### src/rtl/core/ccsk_pkg.sv
// ---------------------------------------------------------------------------
// ccsk_pkg
// Shared types and constants for the clock-sync keepalive client.
// ---------------------------------------------------------------------------
package ccsk_pkg;

  // action codes
  localparam logic [2:0] ACT_TICK      = 3'd0;
  localparam logic [2:0] ACT_REPLY     = 3'd1;
  localparam logic [2:0] ACT_PING      = 3'd2;
  localparam logic [2:0] ACT_GAP       = 3'd3;
  localparam logic [2:0] ACT_WORK_PING = 3'd4;

  // register map (index = byte address / 4)
  localparam int unsigned ADDR_W = 4;
  localparam logic [1:0] REG_MAX_HALF_RT  = 2'd0;
  localparam logic [1:0] REG_SYNC_PERIOD  = 2'd1;
  localparam logic [1:0] REG_REPLY_TIMEOUT = 2'd2;

  // register reset values
  localparam logic [30:0] MAX_HALF_RT_RESET   = 31'd1000;
  localparam logic [30:0] SYNC_PERIOD_RESET   = 31'd9000;
  localparam logic [31:0] REPLY_TIMEOUT_RESET = 32'd120000;

  typedef struct packed {
    logic [30:0] max_half_round_trip;
    logic [30:0] sync_period;
    logic [31:0] reply_timeout;
  } cfg_t;

  typedef struct packed {
    logic [2:0]  action;
    logic [31:0] now_ms;
    logic        logged_in;
    logic [31:0] server_stamp;
    logic [31:0] reference_time;
  } item_t;

  typedef struct packed {
    logic               send_request;
    logic [31:0]        request_global_time;
    logic [31:0]        request_index;
    logic               request_work_ping;
    logic [31:0]        round_trip;
    logic               link_alive;
    logic [31:0]        global_est;
    logic [31:0]        gap_time;
    logic signed [31:0] lost_total;
    logic signed [31:0] clock_step;
  } result_t;

endpackage

### src/rtl/core/ccsk_cfg.sv
// ---------------------------------------------------------------------------
// ccsk_cfg
// APB register file holding the three timing registers.
// ---------------------------------------------------------------------------
module ccsk_cfg (
  input  logic                        clk,
  input  logic                        rst,
  input  logic                        psel,
  input  logic                        penable,
  input  logic                        pwrite,
  input  logic [ccsk_pkg::ADDR_W-1:0] paddr,
  input  logic [31:0]                 pwdata,
  output logic [31:0]                 prdata,
  output logic                        pready,
  output ccsk_pkg::cfg_t              cfg
);

  logic [1:0] reg_sel;
  logic       wr_en;

  assign pready  = 1'b1;
  assign reg_sel = paddr[ccsk_pkg::ADDR_W-1:2];
  assign wr_en   = psel && penable && pwrite;

  always_ff @(posedge clk) begin
    if (rst) begin
      cfg.max_half_round_trip <= ccsk_pkg::MAX_HALF_RT_RESET;
      cfg.sync_period         <= ccsk_pkg::SYNC_PERIOD_RESET;
      cfg.reply_timeout       <= ccsk_pkg::REPLY_TIMEOUT_RESET;
    end else if (wr_en) begin
      case (reg_sel)
        ccsk_pkg::REG_MAX_HALF_RT:   cfg.max_half_round_trip <= pwdata[30:0];
        ccsk_pkg::REG_SYNC_PERIOD:   cfg.sync_period         <= pwdata[30:0];
        ccsk_pkg::REG_REPLY_TIMEOUT: cfg.reply_timeout       <= pwdata;
        default: ;
      endcase
    end
  end

  always_comb begin
    case (reg_sel)
      ccsk_pkg::REG_MAX_HALF_RT:   prdata = {1'b0, cfg.max_half_round_trip};
      ccsk_pkg::REG_SYNC_PERIOD:   prdata = {1'b0, cfg.sync_period};
      ccsk_pkg::REG_REPLY_TIMEOUT: prdata = cfg.reply_timeout;
      default:                     prdata = 32'd0;
    endcase
  end

endmodule

### src/rtl/core/ccsk_engine.sv
// ---------------------------------------------------------------------------
// ccsk_engine
// Sync state and the single-pass update for one word.
// ---------------------------------------------------------------------------
module ccsk_engine (
  input  logic              clk,
  input  logic              rst,
  input  logic              step,
  input  ccsk_pkg::item_t   item,
  input  ccsk_pkg::cfg_t    cfg,
  output ccsk_pkg::result_t res
);

  logic [31:0] server_base, server_base_next;
  logic [31:0] local_base, local_base_next;
  logic [31:0] last_send, last_send_next;
  logic [31:0] last_reply, last_reply_next;
  logic [31:0] last_round_trip, last_round_trip_next;
  logic [31:0] lost_count, lost_count_next;
  logic [31:0] sent_since_check, sent_since_check_next;
  logic [31:0] replies_since_check, replies_since_check_next;
  logic [31:0] step_error, step_error_next;
  logic [31:0] next_index, next_index_next;
  logic        work_ping, work_ping_next;

  logic [31:0] est_before, est_after;
  logic [31:0] since, moved, rt, mag, half, new_base, rep_inc;
  logic [31:0] reply_age;
  logic        blocked, go, accept;

  assign est_before = (server_base != 32'd0) ? server_base + (item.now_ms - local_base) : 32'd0;
  assign since      = item.now_ms - last_send;
  assign moved      = last_reply + (since - {1'b0, cfg.sync_period});
  assign blocked    = (last_send != 32'd0) && (since < {1'b0, cfg.sync_period});
  assign go         = item.logged_in && !blocked;
  // round trip read as signed, halved toward zero
  assign rt         = item.now_ms - last_send;
  assign mag        = 32'd0 - rt;
  assign half       = rt[31] ? (32'd0 - (mag >> 1)) : (rt >> 1);
  assign accept     = half <= {1'b0, cfg.max_half_round_trip};
  assign new_base   = item.server_stamp + half;
  assign rep_inc    = replies_since_check + 32'd1;
  assign reply_age  = item.now_ms - last_reply;

  always_comb begin
    server_base_next         = server_base;
    local_base_next          = local_base;
    last_send_next           = last_send;
    last_reply_next          = last_reply;
    last_round_trip_next     = last_round_trip;
    lost_count_next          = lost_count;
    sent_since_check_next    = sent_since_check;
    replies_since_check_next = replies_since_check;
    step_error_next          = step_error;
    next_index_next          = next_index;
    work_ping_next           = work_ping;
    est_after                = est_before;

    res                     = '0;
    case (item.action)
      ccsk_pkg::ACT_TICK: begin
        if (go) begin
          // late tick pulls the reply time forward, capped at now
          if (last_send != 32'd0 && last_reply != 32'd0) begin
            last_reply_next = (item.now_ms < moved) ? item.now_ms : moved;
          end
          res.send_request        = 1'b1;
          res.request_global_time = est_before;
          res.request_index       = next_index;
          res.request_work_ping   = work_ping;
          last_send_next          = item.now_ms;
          sent_since_check_next   = sent_since_check + 32'd1;
          next_index_next         = next_index + 32'd1;
          work_ping_next          = 1'b0;
        end
      end
      ccsk_pkg::ACT_REPLY: begin
        last_round_trip_next = rt;
        if (accept) begin
          server_base_next = new_base;
          local_base_next  = item.now_ms;
          est_after        = new_base;
          step_error_next  = new_base - est_before;
        end
        if (rep_inc != sent_since_check) begin
          lost_count_next          = lost_count + (sent_since_check - rep_inc);
          sent_since_check_next    = 32'd0;
          replies_since_check_next = 32'd0;
        end else begin
          replies_since_check_next = rep_inc;
        end
        last_reply_next = item.now_ms;
      end
      ccsk_pkg::ACT_PING: begin
        res.link_alive = 1'b1;
        if (last_send != 32'd0 && last_reply != 32'd0 && reply_age > cfg.reply_timeout) begin
          last_reply_next = 32'd0;
          res.link_alive  = 1'b0;
        end
      end
      ccsk_pkg::ACT_GAP: begin
        res.gap_time = (est_before > item.reference_time) ?
                       est_before - item.reference_time : 32'd0;
      end
      ccsk_pkg::ACT_WORK_PING: begin
        work_ping_next = 1'b1;
      end
      default: ;
    endcase

    res.round_trip  = last_round_trip_next;
    res.global_est  = est_after;
    res.lost_total  = $signed(lost_count_next);
    res.clock_step  = $signed(step_error_next);
  end

  always_ff @(posedge clk) begin
    if (rst) begin
      server_base         <= 32'd0;
      local_base          <= 32'd0;
      last_send           <= 32'd0;
      last_reply          <= 32'd0;
      last_round_trip     <= 32'd0;
      lost_count          <= 32'd0;
      sent_since_check    <= 32'd0;
      replies_since_check <= 32'd0;
      step_error          <= 32'd0;
      next_index          <= 32'd0;
      work_ping           <= 1'b0;
    end else if (step) begin
      server_base         <= server_base_next;
      local_base          <= local_base_next;
      last_send           <= last_send_next;
      last_reply          <= last_reply_next;
      last_round_trip     <= last_round_trip_next;
      lost_count          <= lost_count_next;
      sent_since_check    <= sent_since_check_next;
      replies_since_check <= replies_since_check_next;
      step_error          <= step_error_next;
      next_index          <= next_index_next;
      work_ping           <= work_ping_next;
    end
  end

endmodule

### src/rtl/core/client_clock_sync_keepalive.sv
// ---------------------------------------------------------------------------
// client_clock_sync_keepalive
// Client side of a periodic round-trip clock-sync exchange with keepalive.
// ---------------------------------------------------------------------------
//
//   channel   signals                                   direction
//   item      item_valid / item_ready / item            in
//   result    result_valid / result_ready / result      out
//   config    psel penable pwrite paddr pwdata prdata   apb, pready tied high
//
// one word per cycle sustained while results are drained; a word waits in the input
// register until the result register can load, and its result is registered there
// the state update and result for a word happen in the same edge, so words
// that follow each other back to back see the fully updated state
// the result register decouples the sides: a new word is taken while a
// finished result still waits, as long as that result is leaving or the
// input register is empty
// synchronous active-high reset clears state and valids and resets the config registers
// ---------------------------------------------------------------------------
module client_clock_sync_keepalive (
  input  logic                        clk,
  input  logic                        rst,
  // item channel
  input  logic                        item_valid,
  output logic                        item_ready,
  input  ccsk_pkg::item_t             item,
  // result channel
  output logic                        result_valid,
  input  logic                        result_ready,
  output ccsk_pkg::result_t           result,
  // config port
  input  logic                        psel,
  input  logic                        penable,
  input  logic                        pwrite,
  input  logic [ccsk_pkg::ADDR_W-1:0] paddr,
  input  logic [31:0]                 pwdata,
  output logic [31:0]                 prdata,
  output logic                        pready
);

  ccsk_pkg::cfg_t    cfg;
  ccsk_pkg::item_t   held;       // input register
  ccsk_pkg::result_t step_res;
  logic              held_valid;
  logic              advance;    // result register can load
  logic              step;       // held word is processed this edge

  assign advance    = !result_valid || result_ready;
  assign step       = held_valid && advance;
  assign item_ready = !held_valid || advance;

  ccsk_cfg u_cfg (
    .clk     (clk),
    .rst     (rst),
    .psel    (psel),
    .penable (penable),
    .pwrite  (pwrite),
    .paddr   (paddr),
    .pwdata  (pwdata),
    .prdata  (prdata),
    .pready  (pready),
    .cfg     (cfg)
  );

  ccsk_engine u_engine (
    .clk  (clk),
    .rst  (rst),
    .step (step),
    .item (held),
    .cfg  (cfg),
    .res  (step_res)
  );

  // input register
  always_ff @(posedge clk) begin
    if (rst) begin
      held_valid <= 1'b0;
    end else if (item_ready) begin
      held_valid <= item_valid;
    end
  end

  always_ff @(posedge clk) begin
    if (item_valid && item_ready) begin
      held <= item;
    end
  end

  // result register
  always_ff @(posedge clk) begin
    if (rst) begin
      result_valid <= 1'b0;
    end else if (advance) begin
      result_valid <= held_valid;
    end
  end

  always_ff @(posedge clk) begin
    if (step) begin
      result <= step_res;
    end
  end

endmodule

### config.mk
export PLATFORM = sky130hd
export DESIGN_NAME = client_clock_sync_keepalive
export DESIGN_NICKNAME = d
export VERILOG_FILES = /design/src/rtl/core/ccsk_pkg.sv /design/src/rtl/core/ccsk_cfg.sv /design/src/rtl/core/ccsk_engine.sv /design/src/rtl/core/client_clock_sync_keepalive.sv
export SDC_FILE = /design/constraint.sdc
export NUM_CORES = 2
export LEC_CHECK = 0
export BUFFER_PORTS_ARGS = -buffer_cell sky130_fd_sc_hd__buf_2
export CAP_MARGIN = 15
export CORE_ASPECT_RATIO = 1.2
export CORE_MARGIN = 3
export CORE_UTILIZATION = 56
export CTS_BUF_LIST = sky130_fd_sc_hd__clkbuf_4 sky130_fd_sc_hd__clkbuf_8
export DETAILED_ROUTE_END_ITERATION = 7
export GPL_TIMING_DRIVEN = 0
export PLACE_DENSITY = 0.87
export SLEW_MARGIN = 10
export SYNTH_ARGS = -nofsm -noshare
export SYNTH_HDL_FRONTEND = slang
export SYNTH_SLANG_ARGS = --single-unit
### constraint.sdc
create_clock -name clk -period 18.6 [get_ports clk]
set_input_delay 1.86 -clock clk [delete_from_list [all_inputs] [get_ports clk]]
set_output_delay 1.86 -clock clk [all_outputs]
set_load 0.05 [all_outputs]
After elaboration in Yosys (flattened, before gate mapping)
Cells that the tools add are included.
{"block": "classes", "addsub": 16, "n_lt_le_gt_ge": 5, "n_eq_ne": 11, "muxes": 23, "n_reduce_logical": 32}
{"op": "$mux 32", "n": 16}
{"op": "$pmux 32 s3", "n": 2}
{"op": "$sub 32x32->32", "n": 6}
{"op": "$add 32x32->32", "n": 4}
{"op": "$add 32x1->32 const B", "n": 3}
{"op": "$reduce_bool 32->1", "n": 3}
{"op": "$mux 66", "n": 1}
{"op": "$gt 32x32->1", "n": 2}
{"op": "$pmux 32 s2", "n": 1}
{"op": "$le 32x31->1", "n": 1}
{"op": "$lt 32x31->1", "n": 1}
{"op": "$lt 32x32->1", "n": 1}
{"op": "$ne 32x32->1", "n": 1}
{"op": "$sub 1x31->32 const A", "n": 1}
{"op": "$sub 1x32->32 const A", "n": 1}
{"op": "$sub 32x31->32", "n": 1}
{"op": "$reduce_and 2->1", "n": 6}
{"op": "$reduce_and 3->1", "n": 3}
{"op": "$logic_and 1x1->1", "n": 8}
{"op": "$ne 2x1->1 const B", "n": 4}
{"op": "$eq 3x2->1 const B", "n": 2}
{"op": "$reduce_and 5->1", "n": 1}
{"op": "$reduce_and 4->1", "n": 1}
{"op": "$reduce_bool 2->1", "n": 2}
{"op": "other kinds (11)", "n": 15}
{"block": "totals", "ff_bits": 744, "input_bits": 143, "out_inout_bits": 262}

Logic depth before layout (Yosys ltp)
{"block": "logic_depth", "ltp_word": 8, "depth_mapped": 41, "ltp_nobuf": 40}

By module
Synthesis repeated with hierarchy kept, for this count alone.
{"block": "hier_totals", "cells_unflattened": 5485, "hier_area_um2": 49336.1}
{"module": "ccsk_engine", "instances": 1, "cells_each": 4682, "area_each_um2": 34952.3, "seq_area_each_um2": 6426.2}
{"module": "client_clock_sync_keepalive", "instances": 1, "cells_each": 337, "area_each_um2": 9923.3, "seq_area_each_um2": 9859.5}
{"module": "ccsk_cfg", "instances": 1, "cells_each": 466, "area_each_um2": 4460.5, "seq_area_each_um2": 1881.8}

Worst setup path before layout
No wires, ideal clock.
{"block": "synth_path", "path_type": "input port to flip-flop", "startpoint": "input result_ready", "endpoint": "register result[0] (netlist name), enable pin", "t_arrival_ns": 9.178, "required_time_ns": 17.922, "slack_ns": 8.744, "cell_stages": 7, "cell_sequence": "nor2b_1 > nand2b_1 > clkbuf_1 > inv_1 > clkbuf_1 > clkbuf_1 > buf_1"}
{"block": "synth_via", "elab_chain_cells": 2}
{"element": "start, declared", "line": "client_clock_sync_keepalive.sv:29", "source": "input logic result_ready,"}
{"element": "$logic_or 1x1->1", "line": "client_clock_sync_keepalive.sv:48", "source": "assign advance = !result_valid || result_ready;"}
{"element": "$logic_and 1x1->1", "line": "client_clock_sync_keepalive.sv:49", "source": "assign step = held_valid && advance;"}
{"element": "via step", "line": "client_clock_sync_keepalive.sv:46", "source": "logic step;"}
{"element": "end signal, assigned", "line": "client_clock_sync_keepalive.sv:100", "source": "result <= step_res;"}
{"element": "end, declared", "line": "client_clock_sync_keepalive.sv:30", "source": "output ccsk_pkg::result_t result,"}
The timed path passes the listed nets, and every way through them passes these cells.
A chain may end at the register's enable or synchronous reset.

==> impl_summary.log <==
INFO  metric power_density = 92.0 mW/mm²
INFO  metric finalMaxSlewViolations = 0
INFO  metric postSynthRegisterBits = 744
INFO  metric die_width = 279 µm
INFO  metric p_comb_frac = 0.335
INFO  metric drc_errors = 0
INFO  metric clk_buf_depth = 3
INFO  metric worst_path_required_time = 19.14 ns
INFO  metric cts_tree = done
INFO  metric dominantRegCellSynth = sky130_fd_sc_hd__dfxtp_1
INFO  metric maximum_number_of_pins_on_one_net_before_global_route_repair = 65
INFO  metric switching_share = 0.366
INFO  metric nNetsFinal = 6904
INFO  metric report.final.hold_viol_count = 0
INFO  metric cts_repair_resize_count = 0
INFO  metric clock_sinks = 744
INFO  metric post_layout_minimum_cycle_time = 11.83 ns
INFO  metric cts_root_buf = sky130_fd_sc_hd__clkbuf_8
INFO  metric detailroute.via_count = 45800
INFO  metric grt_util_all_layers = 0.356
INFO  metric setup.worst_path.start_class = flip-flop
INFO  metric share_of_the_yosys_chip_area_belonging_to_registers = 0.362
INFO  metric maxCapViolations = 0
INFO  metric setup_violating_endpoint_count_in_the_final_report = 0
INFO  metric worst-path-buf-inv = 4
INFO  metric clkLatencyLatePin = 0.85 ns
INFO  metric slowest_delay = 0.71 ns
INFO  metric post-dp-hpwl = 136000 µm
INFO  metric avgViaCountPerCell = 6.10
INFO  metric initial_utilization = 0.569
INFO  metric min_path_cells = 2
INFO  metric power.ir.vdd_worst = 0.0000710 V
INFO  metric min_to = u_engine.last_round_trip[31]
INFO  metric floorplan.core_area = 0.0883 mm²
INFO  metric initialDrtViolationCount = 4484
INFO  metric htree_num_levels = 3
INFO  metric post_synth.cell_area_avg = 8.79 µm²
INFO  metric finalHoldWorstSlack = 0.454 ns
INFO  metric cpMostUsedCell = sky130_fd_sc_hd__a21oi_1
INFO  metric crit_path_top_delay_cell = sky130_fd_sc_hd__xnor2_2
INFO  metric synth.distinct_cells = 102
INFO  metric fp.dieArea = 0.0933 mm²
INFO  metric routabilityCongestion = 1.03
INFO  metric rsz0062_at_grt = false
INFO  metric fmax = 84.5 MHz
INFO  metric postRouteAntennaNets = 0
INFO  metric final_cell_count_no_fill = 7510
INFO  metric yosys_warnings = 0
INFO  metric final.period_utilization = 0.636
INFO  metric rows = 119
INFO  metric slew_headroom = 0.0993
INFO  metric reg2reg_from = held[67]
INFO  metric grt_antenna_before_repair = 6
INFO  metric tritoncts.num_buffers = 119
INFO  metric reg2reg_setup_slack = 6.77 ns
INFO  metric port_buffers = 399
INFO  metric cts-hold-fix-buffers = 0
INFO  metric synth_edf_count = 327
INFO  metric cts.repair_timing.setup_buffer_count = 0
INFO  metric hold_start = u_engine.last_round_trip[31]
INFO  metric maximum_fanout_along_the_worst_path = 10
INFO  metric seq_power_share = 0.346
INFO  metric via_count_of_the_first_global_routing_pass = 44200
INFO  metric total_leakage_power = 0.0238 µW
INFO  metric layout-area-overhead-vs-synth = 13.0%
INFO  metric detailedRoute.firstPassIterationCount = 8
INFO  metric setup.worst_path.class = reg -> reg
INFO  metric worst-slew-pin-transition = 1.34 ns
INFO  metric grt-ovfl-total = 0
INFO  metric worstRegToRegCells = 36
INFO  metric post_route_cells_drive_above_1_share = 0.119
INFO  metric critical_path.reg2reg.endpoint = result[28]
INFO  metric timing.critical_path.to_type = flip-flop
INFO  metric status = finished, final reports clean
INFO  metric syn_inst_count = 5714
INFO  metric avgRoutedWirePerCell = 22.8 µm
INFO  metric chipHeight = 334 µm
INFO  metric total_switching_power = 1910 µW
INFO  metric power_frac_clock = 0.319
INFO  metric post_synthesis_instance_area = 0.0502 mm²
INFO  metric synth.net_count = 6368
INFO  metric fin_setup_tns = 0 ns
INFO  metric crit_arrival = 12.37 ns
INFO  metric synthArstFlopShare = 0
INFO  metric hold_class = reg -> reg
INFO  metric grt_first_pass_wirelength = 255000 µm
INFO  metric placed_cells = 7277
INFO  metric timing.critical_path.max_delay_family = compound AO/OA/AOI/OAI gates
INFO  metric finClkSkew = 0.0846 ns
INFO  metric worst_setup_hold_path_clk_slew = 0.06 ns
INFO  metric pin_count = 405
INFO  metric power.internal = 3310 µW
INFO  metric postRouteWirelength = 171000 µm
power groups by stage:
stage               registers (µW)  logic [µW]  clock network, µW
floorplan                     1910        1140                  0
global placement              1850        1640                  0
global route                  1810        1890               1740
finish                        1810        1750               1660
CTS                           1800        1710               1670
detailed placement            1840        1690                  0
per-stage QoR:
stage / instance area (µm²) / total power, µW / worst slack [ns] / util
after floorplan: 50200 / 3050 / 8.74 / -
after CTS: 56700 / 5180 / 6.76 / 0.642
final: 56700 / 5220 / 6.77 / 0.643
after global placement: 53700 / 3490 / 4.84 / 0.608
after detailed placement: 53900 / 3530 / 6.84 / 0.611
after global routing: 56700 / 5440 / 6.38 / 0.643
layout make-up:
| class | count | area [µm²] |
|---|---|---|
| Multi-Input combinational cell | 4221 | 29100 |
| Sequential cell | 744 | 18200 |
| Timing Repair Buffer | 415 | 2230 |
| Fill cell | 7210 | 31600 |
| Clock buffer | 158 | 2000 |
| Tap cell | 1149 | 1440 |
| Buffer | 226 | 972 |
| Clock inverter | 68 | 812 |
| Antenna cell | 6 | 15.0 |
| Inverter | 523 | 1960 |
sequential cells by signal (all words and copies together), names as in the netlist:
signal,count
u_engine.server_base,32
u_engine.next_index,32
u_engine.last_reply,32
u_engine.work_ping,1
u_engine.step_error,32
u_cfg.cfg,94
u_engine.sent_since_check,32
u_engine.last_round_trip,32
u_engine.last_send,32
result_valid,1
u_engine.local_base,32
u_engine.replies_since_check,32
u_engine.lost_count,32
held,100
held_valid,1
result,227
kinds of logic after synthesis:
family,share of synthesized area
simple gates,0.186
compound gates,0.154
buf+inv,0.0584
flops,0.362
fa+ha+maj,0.142
xor+xnor,0.0582
mux,0.0402
other cells,0.0000747
placed cells by master, fill, tap and decap left out, types with 20 or more instances in the layout:
| cell type | Yosys | final |
|---|---|---|
| sky130_fd_sc_hd__or2_2 | 20 | 20 |
| sky130_fd_sc_hd__fa_1 | 98 | 98 |
| sky130_fd_sc_hd__nand4_1 | 78 | 78 |
| sky130_fd_sc_hd__o21a_1 | 57 | 57 |
| sky130_fd_sc_hd__mux2i_1 | 131 | 131 |
| sky130_fd_sc_hd__clkinv_2 | 0 | 24 |
| sky130_fd_sc_hd__buf_2 | 7 | 408 |
| sky130_fd_sc_hd__nor2b_1 | 52 | 52 |
| sky130_fd_sc_hd__a211oi_1 | 65 | 65 |
| sky130_fd_sc_hd__o21bai_1 | 30 | 30 |
| sky130_fd_sc_hd__inv_1 | 519 | 519 |
| sky130_fd_sc_hd__edfxtp_1 | 327 | 327 |
| sky130_fd_sc_hd__mux2_1 | 58 | 58 |
| sky130_fd_sc_hd__ha_1 | 413 | 413 |
| sky130_fd_sc_hd__clkbuf_1 | 186 | 185 |
| sky130_fd_sc_hd__and2_1 | 58 | 57 |
| sky130_fd_sc_hd__or3_1 | 30 | 30 |
| sky130_fd_sc_hd__nor3_1 | 143 | 141 |
| sky130_fd_sc_hd__dfxtp_1 | 417 | 417 |
| sky130_fd_sc_hd__o31ai_1 | 25 | 25 |
| sky130_fd_sc_hd__nand3_1 | 105 | 105 |
| sky130_fd_sc_hd__and3_1 | 68 | 68 |
| sky130_fd_sc_hd__a21o_1 | 142 | 142 |
| sky130_fd_sc_hd__nor2_1 | 491 | 491 |
| sky130_fd_sc_hd__clkbuf_8 | 0 | 130 |
| sky130_fd_sc_hd__a21oi_1 | 410 | 410 |
| sky130_fd_sc_hd__o221a_2 | 22 | 22 |
| sky130_fd_sc_hd__o211ai_1 | 36 | 36 |
| sky130_fd_sc_hd__o21ai_0 | 208 | 208 |
| sky130_fd_sc_hd__a31oi_1 | 28 | 28 |
| sky130_fd_sc_hd__xnor2_1 | 221 | 219 |
| sky130_fd_sc_hd__nand2b_1 | 51 | 51 |
| sky130_fd_sc_hd__nand2_1 | 734 | 734 |
| sky130_fd_sc_hd__nor4_1 | 72 | 72 |
| sky130_fd_sc_hd__clkbuf_4 | 0 | 28 |
| sky130_fd_sc_hd__xor2_1 | 96 | 96 |
Yosys cell counts, types with 12 or more instances:
cell / number / area (µm²)
sky130_fd_sc_hd__a211o_1: 14 / 123
sky130_fd_sc_hd__a211oi_1: 65 / 488
sky130_fd_sc_hd__a21boi_0: 12 / 90.1
sky130_fd_sc_hd__a21o_1: 142 / 1070
sky130_fd_sc_hd__a21oi_1: 410 / 2050
sky130_fd_sc_hd__a31o_2: 12 / 105
sky130_fd_sc_hd__a31oi_1: 28 / 175
sky130_fd_sc_hd__and2_1: 58 / 363
sky130_fd_sc_hd__and3_1: 68 / 425
sky130_fd_sc_hd__and4_1: 13 / 114
sky130_fd_sc_hd__buf_1: 14 / 52.6
sky130_fd_sc_hd__clkbuf_1: 186 / 698
sky130_fd_sc_hd__dfxtp_1: 417 / 8350
sky130_fd_sc_hd__edfxtp_1: 327 / 9820
sky130_fd_sc_hd__fa_1: 98 / 1960
sky130_fd_sc_hd__ha_1: 413 / 5170
sky130_fd_sc_hd__inv_1: 519 / 1950
sky130_fd_sc_hd__mux2_1: 58 / 653
sky130_fd_sc_hd__mux2i_1: 131 / 1310
sky130_fd_sc_hd__nand2_1: 734 / 2760
sky130_fd_sc_hd__nand2b_1: 51 / 319
sky130_fd_sc_hd__nand3_1: 105 / 526
sky130_fd_sc_hd__nand3b_1: 19 / 143
sky130_fd_sc_hd__nand4_1: 78 / 488
sky130_fd_sc_hd__nor2_1: 491 / 1840
sky130_fd_sc_hd__nor2b_1: 52 / 325
sky130_fd_sc_hd__nor3_1: 143 / 716
sky130_fd_sc_hd__nor3b_1: 13 / 97.6
sky130_fd_sc_hd__nor4_1: 72 / 450
sky130_fd_sc_hd__o211ai_1: 36 / 270
sky130_fd_sc_hd__o21a_1: 57 / 428
sky130_fd_sc_hd__o21ai_0: 208 / 1040
sky130_fd_sc_hd__o21bai_1: 30 / 225
sky130_fd_sc_hd__o221a_2: 22 / 248
sky130_fd_sc_hd__o31ai_1: 25 / 188
sky130_fd_sc_hd__or2_2: 20 / 125
sky130_fd_sc_hd__or3_1: 30 / 188
sky130_fd_sc_hd__xnor2_1: 221 / 1940
sky130_fd_sc_hd__xor2_1: 96 / 841
tightest hold or removal path, cell delays in order, from the launching register on:
cell and delay (ns):
sky130_fd_sc_hd__dfxtp_1 0.31, sky130_fd_sc_hd__nand2_1 0.05, sky130_fd_sc_hd__a21oi_1 0.05
worst max path at each step:
stage                             from     endpoint  slack, ns  cells past startpoint
after global routing          held[75]   result[28]       6.38                     36
final                         held[67]   result[28]       6.77                     36
after global placement    result_ready  result[106]       4.84                      8
after CTS                     held[67]   result[31]       6.76                     35
after floorplan           result_ready    result[0]       8.74                      7
after detailed placement      held[67]   result[31]       6.84                     35
layer usage:
metal,vias up,GRT usage,part of all wire
li1,21100,-,-
met1,21600,0.449,0.39
met2,2513,0.563,0.44
met3,589,0.0568,0.094
met4,4,0.243,0.080
met5,-,0,0.00016
Power figures use the tool's default switching activity.
